**config.mk**
```make
export PLATFORM = sky130hd
export DESIGN_NAME = byte_cpu_execute_unit_top
export DESIGN_NICKNAME = d
export VERILOG_FILES = /design/src/hdl/bcpu_pkg.sv /design/src/hdl/bcpu_regfile.sv /design/src/hdl/bcpu_dmem.sv /design/src/hdl/bcpu_alu.sv /design/src/hdl/byte_cpu_execute_unit_top.sv
export SDC_FILE = /design/constraint.sdc
export NUM_CORES = 2
export LEC_CHECK = 0
export BUFFER_PORTS_ARGS = -buffer_cell sky130_fd_sc_hd__buf_2
export CELL_PAD_IN_SITES_DETAIL_PLACEMENT = 1
export CELL_PAD_IN_SITES_GLOBAL_PLACEMENT = 1
export CORE_MARGIN = 8
export CORE_UTILIZATION = 50
export DETAILED_ROUTE_END_ITERATION = 6
export PLACE_DENSITY_LB_ADDON = 0.1
export SLEW_MARGIN = 5
export SYNTH_ARGS = -nofsm -noshare
export SYNTH_HDL_FRONTEND = slang
export SYNTH_SLANG_ARGS = --single-unit
```
**constraint.sdc**
```tcl
create_clock -name aclk -period 16.05 [get_ports aclk]
set_input_delay 0 -clock aclk [delete_from_list [all_inputs] [get_ports aclk]]
set_output_delay 0 -clock aclk [all_outputs]
set_load 0.02 [all_outputs]
```
**src/hdl/bcpu_pkg.sv**
```systemverilog
// Shared types and constants for the byte CPU execute unit.
// No dependencies; every other file in hdl/ imports this package.
`default_nettype none

package bcpu_pkg;

    localparam int DATA_W     = 8;
    localparam int DMEM_DEPTH = 256;
    localparam int DMEM_AW    = 8;

    localparam logic [DATA_W-1:0] STEP_SHORT = 8'd3;
    localparam logic [DATA_W-1:0] STEP_LONG  = 8'd4;

    // Codes written by a compare
    localparam logic [DATA_W-1:0] CMP_EQ = 8'd0;
    localparam logic [DATA_W-1:0] CMP_GT = 8'd1;
    localparam logic [DATA_W-1:0] CMP_LT = 8'd2;

    typedef enum logic [3:0] {
        OP_MOV   = 4'd0,
        OP_JMP   = 4'd1,
        OP_STORE = 4'd2,
        OP_LOAD  = 4'd3,
        OP_ADD   = 4'd4,
        OP_SUB   = 4'd5,
        OP_COMP  = 4'd6,
        OP_JE    = 4'd7,
        OP_JNE   = 4'd8,
        OP_JB    = 4'd9,
        OP_JS    = 4'd10,
        OP_HALT  = 4'd11
    } op_t;

    // Execute decisions handed from the ALU to the state update logic
    typedef struct packed {
        logic [DATA_W-1:0] next_pc;
        logic              halt_next;
        logic [DATA_W-1:0] wv;
        logic              rf_we;
        logic              rf_dst_third;
        logic              dm_we;
    } exec_ctrl_t;

endpackage

`default_nettype wire

```
**src/hdl/bcpu_regfile.sv**
```systemverilog
// Register file: two registered read ports, one write port, write-first bypass.
// Depends on bcpu_pkg. Per-entry valid bits make unwritten entries read zero.
`default_nettype none

module bcpu_regfile
    import bcpu_pkg::*;
#(
    parameter int NUM_REGS = 16
) (
    input  wire logic                        aclk,
    input  wire logic                        aresetn,
    input  wire logic                        ren,
    input  wire logic [$clog2(NUM_REGS)-1:0] raddr0,
    input  wire logic [$clog2(NUM_REGS)-1:0] raddr1,
    input  wire logic                        we,
    input  wire logic [$clog2(NUM_REGS)-1:0] waddr,
    input  wire logic [DATA_W-1:0]           wdata,
    output logic      [DATA_W-1:0]           rdata0,
    output logic      [DATA_W-1:0]           rdata1
);

    logic [DATA_W-1:0] mem [NUM_REGS];
    logic [NUM_REGS-1:0] valid_reg;
    logic [DATA_W-1:0] rdata0_reg;
    logic [DATA_W-1:0] rdata1_reg;

    always_ff @(posedge aclk) begin
        if (!aresetn) begin
            valid_reg <= '0;
        end else if (we) begin
            valid_reg[waddr] <= 1'b1;
        end
    end

    always_ff @(posedge aclk) begin
        if (we) begin
            mem[waddr] <= wdata;
        end
    end

    // Same-cycle write to the address being read is forwarded
    always_ff @(posedge aclk) begin
        if (ren) begin
            if (we && (waddr == raddr0)) begin
                rdata0_reg <= wdata;
            end else if (valid_reg[raddr0]) begin
                rdata0_reg <= mem[raddr0];
            end else begin
                rdata0_reg <= '0;
            end
            if (we && (waddr == raddr1)) begin
                rdata1_reg <= wdata;
            end else if (valid_reg[raddr1]) begin
                rdata1_reg <= mem[raddr1];
            end else begin
                rdata1_reg <= '0;
            end
        end
    end

    assign rdata0 = rdata0_reg;
    assign rdata1 = rdata1_reg;

endmodule

`default_nettype wire

```
**src/hdl/bcpu_dmem.sv**
```systemverilog
// 256-byte data memory: one registered read port, one write port, bypass.
// Depends on bcpu_pkg. Per-byte valid bits make unwritten bytes read zero.
`default_nettype none

module bcpu_dmem
    import bcpu_pkg::*;
(
    input  wire logic               aclk,
    input  wire logic               aresetn,
    input  wire logic               ren,
    input  wire logic [DMEM_AW-1:0] raddr,
    input  wire logic               we,
    input  wire logic [DMEM_AW-1:0] waddr,
    input  wire logic [DATA_W-1:0]  wdata,
    output logic      [DATA_W-1:0]  rdata
);

    logic [DATA_W-1:0]     mem [DMEM_DEPTH];
    logic [DMEM_DEPTH-1:0] valid_reg;
    logic [DATA_W-1:0]     rdata_reg;

    always_ff @(posedge aclk) begin
        if (!aresetn) begin
            valid_reg <= '0;
        end else if (we) begin
            valid_reg[waddr] <= 1'b1;
        end
    end

    always_ff @(posedge aclk) begin
        if (we) begin
            mem[waddr] <= wdata;
        end
    end

    always_ff @(posedge aclk) begin
        if (ren) begin
            if (we && (waddr == raddr)) begin
                rdata_reg <= wdata;
            end else if (valid_reg[raddr]) begin
                rdata_reg <= mem[raddr];
            end else begin
                rdata_reg <= '0;
            end
        end
    end

    assign rdata = rdata_reg;

endmodule

`default_nettype wire

```
**src/hdl/bcpu_alu.sv**
```systemverilog
// Combinational execute logic: next PC, halt, written value and write enables.
// Depends on bcpu_pkg (op_t, exec_ctrl_t, step and compare constants).
`default_nettype none

module bcpu_alu
    import bcpu_pkg::*;
(
    input  wire op_t               op,
    input  wire logic [DATA_W-1:0] first_op,
    input  wire logic [DATA_W-1:0] second_op,
    input  wire logic [DATA_W-1:0] pc,
    input  wire logic              halt,
    input  wire logic [DATA_W-1:0] ra_val,
    input  wire logic [DATA_W-1:0] rb_val,
    input  wire logic [DATA_W-1:0] mem_val,
    output exec_ctrl_t             ctrl
);

    logic [DATA_W-1:0] pc_short;
    logic [DATA_W-1:0] pc_long;
    logic [DATA_W-1:0] cmp_code;

    assign pc_short = pc + STEP_SHORT;
    assign pc_long  = pc + STEP_LONG;
    assign cmp_code = (ra_val == rb_val) ? CMP_EQ : ((ra_val > rb_val) ? CMP_GT : CMP_LT);

    always_comb begin
        ctrl              = '0;
        ctrl.next_pc      = pc;
        ctrl.halt_next    = halt;
        if (!halt) begin
            unique case (op)
                OP_MOV: begin
                    ctrl.wv      = second_op;
                    ctrl.rf_we   = 1'b1;
                    ctrl.next_pc = pc_short;
                end
                OP_JMP: begin
                    ctrl.next_pc = first_op;
                end
                OP_STORE: begin
                    ctrl.wv      = ra_val;
                    ctrl.dm_we   = 1'b1;
                    ctrl.next_pc = pc_short;
                end
                OP_LOAD: begin
                    ctrl.wv      = mem_val;
                    ctrl.rf_we   = 1'b1;
                    ctrl.next_pc = pc_short;
                end
                OP_ADD: begin
                    ctrl.wv      = ra_val + second_op;
                    ctrl.rf_we   = 1'b1;
                    ctrl.next_pc = pc_short;
                end
                OP_SUB: begin
                    ctrl.wv      = ra_val - second_op;
                    ctrl.rf_we   = 1'b1;
                    ctrl.next_pc = pc_short;
                end
                OP_COMP: begin
                    ctrl.wv           = cmp_code;
                    ctrl.rf_we        = 1'b1;
                    ctrl.rf_dst_third = 1'b1;
                    ctrl.next_pc      = pc_long;
                end
                OP_JE: begin
                    ctrl.next_pc = (ra_val == CMP_EQ) ? second_op : pc_short;
                end
                OP_JNE: begin
                    ctrl.next_pc = (ra_val == CMP_GT || ra_val == CMP_LT) ? second_op : pc_short;
                end
                OP_JB: begin
                    ctrl.next_pc = (ra_val == CMP_GT) ? second_op : pc_short;
                end
                OP_JS: begin
                    ctrl.next_pc = (ra_val == CMP_LT) ? second_op : pc_short;
                end
                OP_HALT: begin
                    ctrl.halt_next = 1'b1;
                end
                default: begin
                    // undefined opcodes act as a no-op
                    ctrl.next_pc = pc_short;
                end
            endcase
        end
    end

endmodule

`default_nettype wire

```
**src/hdl/byte_cpu_execute_unit_top.sv**
```systemverilog
// Top level of the byte CPU execute unit: input stage, register file, data
// memory, ALU and result register. Depends on bcpu_pkg, bcpu_regfile, bcpu_dmem, bcpu_alu.
//
//  channel | dir | handshake         | tdata (low bit up)
//  s_      | in  | s_tvalid/s_tready | action[3:0] first[11:4] second[19:12] third[27:20]
//  m_      | out | m_tvalid/m_tready | next_pc[7:0] halted[8] written_value[16:9]
//
// One instruction per cycle sustained while m_tready is high; a taken beat is held in the registered
// reads of both memories and the execute registers, then executed into the result register.
// Register-file and data-memory writes are forwarded to a read issued in the same cycle.
// aresetn clears PC, halt flag, pipeline valids and the per-entry valid bits; no clearing pass.
// With m_tvalid high and m_tready low the result register holds, a full execute stage holds and s_tready is low.
`default_nettype none

module byte_cpu_execute_unit_top
    import bcpu_pkg::*;
#(
    parameter int NUM_REGS = 16
) (
    input  wire logic        aclk,
    input  wire logic        aresetn,
    input  wire logic        s_tvalid,
    output logic             s_tready,
    input  wire logic [31:0] s_tdata,   // action, first_operand, second_operand, third_operand
    output logic             m_tvalid,
    input  wire logic        m_tready,
    output logic      [23:0] m_tdata    // next_pc, halted, written_value
);

    localparam int IDX_W = $clog2(NUM_REGS);

    logic [3:0]        in_action;
    logic [DATA_W-1:0] in_first;
    logic [DATA_W-1:0] in_second;
    logic [DATA_W-1:0] in_third;
    logic [3:0]        unused_pad;

    assign in_action  = s_tdata[3:0];
    assign in_first   = s_tdata[11:4];
    assign in_second  = s_tdata[19:12];
    assign in_third   = s_tdata[27:20];
    assign unused_pad = s_tdata[31:28];

    // Register index reduction, built as a constant table at elaboration
    logic [IDX_W-1:0] idx_tab [DMEM_DEPTH];
    for (genvar g = 0; g < DMEM_DEPTH; g++) begin : g_idx
        assign idx_tab[g] = IDX_W'(g % NUM_REGS);
    end

    logic accept;
    logic fire;
    logic out_free;

    logic              ex_valid_reg;
    op_t               ex_op_reg;
    logic [DATA_W-1:0] ex_first_reg;
    logic [DATA_W-1:0] ex_second_reg;
    logic [IDX_W-1:0]  ex_ra_reg;
    logic [IDX_W-1:0]  ex_rc_reg;

    logic [DATA_W-1:0] pc_reg;
    logic              halt_reg;

    logic              m_valid_reg;
    logic [DATA_W-1:0] m_pc_reg;
    logic              m_halted_reg;
    logic [DATA_W-1:0] m_wv_reg;

    logic [DATA_W-1:0] ra_val;
    logic [DATA_W-1:0] rb_val;
    logic [DATA_W-1:0] mem_val;
    exec_ctrl_t        ctrl;
    logic              rf_we;
    logic [IDX_W-1:0]  rf_waddr;
    logic              dm_we;

    assign out_free = !m_valid_reg || m_tready;
    assign fire     = ex_valid_reg && out_free;
    assign s_tready = !ex_valid_reg || fire;
    assign accept   = s_tvalid && s_tready;

    always_ff @(posedge aclk) begin
        if (!aresetn) begin
            ex_valid_reg <= 1'b0;
        end else if (accept) begin
            ex_valid_reg <= 1'b1;
        end else if (fire) begin
            ex_valid_reg <= 1'b0;
        end
    end

    always_ff @(posedge aclk) begin
        if (accept) begin
            ex_op_reg     <= op_t'(in_action);
            ex_first_reg  <= in_first;
            ex_second_reg <= in_second;
            ex_ra_reg     <= idx_tab[in_first];
            ex_rc_reg     <= idx_tab[in_third];
        end
    end

    assign rf_we    = fire && ctrl.rf_we;
    assign rf_waddr = ctrl.rf_dst_third ? ex_rc_reg : ex_ra_reg;
    assign dm_we    = fire && ctrl.dm_we;

    bcpu_regfile #(
        .NUM_REGS(NUM_REGS)
    ) u_regfile (
        .aclk   (aclk),
        .aresetn(aresetn),
        .ren    (accept),
        .raddr0 (idx_tab[in_first]),
        .raddr1 (idx_tab[in_second]),
        .we     (rf_we),
        .waddr  (rf_waddr),
        .wdata  (ctrl.wv),
        .rdata0 (ra_val),
        .rdata1 (rb_val)
    );

    bcpu_dmem u_dmem (
        .aclk   (aclk),
        .aresetn(aresetn),
        .ren    (accept),
        .raddr  (in_second),
        .we     (dm_we),
        .waddr  (ex_second_reg),
        .wdata  (ctrl.wv),
        .rdata  (mem_val)
    );

    bcpu_alu u_alu (
        .op       (ex_op_reg),
        .first_op (ex_first_reg),
        .second_op(ex_second_reg),
        .pc       (pc_reg),
        .halt     (halt_reg),
        .ra_val   (ra_val),
        .rb_val   (rb_val),
        .mem_val  (mem_val),
        .ctrl     (ctrl)
    );

    always_ff @(posedge aclk) begin
        if (!aresetn) begin
            pc_reg   <= '0;
            halt_reg <= 1'b0;
        end else if (fire) begin
            pc_reg   <= ctrl.next_pc;
            halt_reg <= ctrl.halt_next;
        end
    end

    always_ff @(posedge aclk) begin
        if (!aresetn) begin
            m_valid_reg <= 1'b0;
        end else if (fire) begin
            m_valid_reg <= 1'b1;
        end else if (m_tready) begin
            m_valid_reg <= 1'b0;
        end
    end

    always_ff @(posedge aclk) begin
        if (fire) begin
            m_pc_reg     <= ctrl.next_pc;
            m_halted_reg <= ctrl.halt_next;
            m_wv_reg     <= ctrl.wv;
        end
    end

    assign m_tvalid = m_valid_reg;
    assign m_tdata  = {7'b0, m_wv_reg, m_halted_reg, m_pc_reg};

    logic [3:0] unused_sink;
    assign unused_sink = unused_pad;

`ifndef SYNTHESIS
    a_halt_sticky: assert property (@(posedge aclk) disable iff (!aresetn)
        halt_reg |=> halt_reg)
        else $error("halt flag cleared after being set");

    a_no_write_halted: assert property (@(posedge aclk) disable iff (!aresetn)
        halt_reg |-> !(rf_we || dm_we))
        else $error("state written while halted");

    a_ex_holds: assert property (@(posedge aclk) disable iff (!aresetn)
        (ex_valid_reg && !fire) |=> ex_valid_reg)
        else $error("execute stage dropped an instruction");

    a_fire_result: assert property (@(posedge aclk) disable iff (!aresetn)
        fire |=> (m_tvalid && m_tdata[7:0] == pc_reg))
        else $error("result beat does not match committed PC");
`endif

endmodule

`default_nettype wire
```
==> reports/metrics.csv <==
metric,value,unit
crit_arrival,6560,ps
r2r-start,ex_second_reg[2],
core,199000,µm²
synthArstFlopShare,0,
post_drt_wl_per_cell,32.6,µm
netlist.area_leader.share,0.671,
cts_tree,done,
report.final.slew_viol_count,0,
worst-slew-pin-transition,1260,ps
dieArea,215000,µm²
grt_pass1_wl,384,mm
hold_violations,0,
period_share,0.375,
setup_viol,0,
clock-root-buffer,clkbuf_16,
ys_ff_latch,2524,
dpl_worst_slack,10060,ps
overflow,0,
cts_resized,0,
timing.final.ws_setup,10020,ps
antenna_found_initial,13,
slew_headroom,0.154,
peakVddDrop,0.127,mV
comb_power_share,0.044,
synth_area_per_cell,19.5,µm²
crit_path_start_kind,flip-flop,
insertion_delay,930,ps
nets,5333,
p_switching,2940,µW
synth_edf_count,2241,
die_x,464,µm
status,"complete, no violations",
swShare,0.212,
drc_errors,0,
final.setup.tns,0,ps
maxCapViolations,0,
first_pass_iters,5,
cts_buffer_depth,4,
initial_utilization,0.503,
cts_sinks,2524,
htreeDepth,5,
hold_path.class,input pin to flip-flop,
rsz0062_at_grt,false,
yosys-top-cells-area,"edfxtp_1 67%, mux4_2 15%, dfxtp_1 5.7%",
synth.most_common_cell,edfxtp_1,
ys_seq_area_frac,0.728,
largest_reg_flops,2048,
p_clk_frac,0.441,
cp.required,16580,ps
vias,51161,
seqPwrFrac,0.514,
synth_ff_type,edfxtp_1,
critPathMaxFanout,174,
power_density,124,nW/µm²
place_congestion,0.815,
ant_nets,0,
p_int,11000,µW
rows,164,
ys_warn_count,0,
critPathCaptureType,flip-flop,
synthToLayoutAreaGrowth,11.6,%
drt_iter0_markers,5408,
hold_start,s_tdata[15],
synth_area,100000,µm²
dieHeight,464,µm
holdWs,113,ps
grt_pass1_vias,52854,
path_clk_slew,60,ps
synth_cells,5143,
avgViaCountPerCell,6.29,
grt.total_usage,0.243,
drive_gt1_frac,0.221,
synth_top_area_cell,edfxtp_1,
instances_no_fill,8138,
yosys-top-cells-count,"2241 x edfxtp_1, 652 x mux4_2, 341 x nor2_1",
cts_buffers,281,
synthDistinctLibCells,75,
p_leak,0.0338,µW
min_period,6030,ps
placed_cells,7605,
post_cts_buffers,0,
critPathKind,flip-flop to flip-flop,
skew,45.2,ps
io_buffers,46,
dp_hpwl,155,mm
io-pin-count,62,
timing.fmax,166,MHz
routed_wl,265,mm
startpoint,ex_second_reg[2],
grt_max_degree,194,
[metal layers]
layer	vias up	global-route usage	part of all wire
met3	440	0.0408	0.066
met5	-	0	0.00015
met4	6	0.0686	0.028
li1	21309	-	-
met2	1818	0.383	0.47
met1	27588	0.353	0.43
[worst max-delay path: stages (launching register included)]
cell and delay [ps]:
edfxtp_1 650, nor2_1 480, nand2_2 850, o31ai_1 620, xor2_1 190, ha_1 280, a21o_1 170, a31o_2 210
mux2i_1 150, o21ai_0 100, buf_4 170, inv_8 690, buf_4 860
[final cells by class]
cell class | instances | area, µm²
tap | 2656 | 3320
sequential | 2524 | 73000
clock inverter | 88 | 693
fill | 17260 | 87500
inverter | 33 | 154
multi-input combinational | 2260 | 25300
timing repair buffer | 174 | 1450
clock buffer | 399 | 7970
antenna | 4 | 10.0
[stage by stage]
step	utilization	area [µm²]	power (µW)
floorplan	-	100000	7700
global placement	0.515	103000	7890
detailed placement	0.515	103000	7900
CTS	0.561	112000	14000
global route	0.561	112000	14300
finish	0.561	112000	13900
[worst paths after layout]
check                           slack (ps)               endpoint  depth (start not counted)
worst max-delay path                 10020      u_dmem.mem[41][7]                         12
worst min-delay path                   110       ex_second_reg[3]                          2
worst max register to register       10020      u_dmem.mem[41][7]                         12
worst min register to register         460  u_dmem.valid_reg[211]                          1
[placed cells by master, fill, tap and decap left out, types with 42 or more instances in the layout]
cell and instances:
clkbuf_1 82, buf_4 79, mux4_2 652, mux2i_1 190
dlygate4sd3_1 42, a21oi_1 63, o21a_1 281, nand2b_1 69
clkbuf_16 293, o21ai_0 48, nand2_1 95, edfxtp_1 2241
nor2_1 337, dfxtp_1 283, clkinv_2 42, o22ai_1 59
o211ai_1 64, o221ai_1 45
[timing repair]
action / 4_1_cts / 5_1_grt
hold buffers: 42 / 0
setup endpoints to repair: 0 / 0
endpoints found under the hold margin: 163 / 0
[power by group through the flow]
stage          sequential (µW)  combinational (µW)  clock [µW]
2_1_floorplan             7310                 395           0
3_3_place_gp              7290                 603           0
3_5_place_dp              7290                 613           0
4_1_cts                   7150                 622        6250
5_1_grt                   7150                 652        6470
6_report                  7150                 616        6140
[cell families after synthesis]
logic type | count (synthesis) | synth area share
muxes | 851 | 0.166
DFF | 2524 | 0.728
AOI/OAI and AO/OA | 711 | 0.0509
adders and majority gates | 23 | 0.00295
other | 1 | 0.0000374
buffers and inverters | 365 | 0.0205
xor gates and xnor gates | 36 | 0.00315
and+or+nand+nor | 632 | 0.0281
No activity file was read; power rests on OpenSTA's default activity.
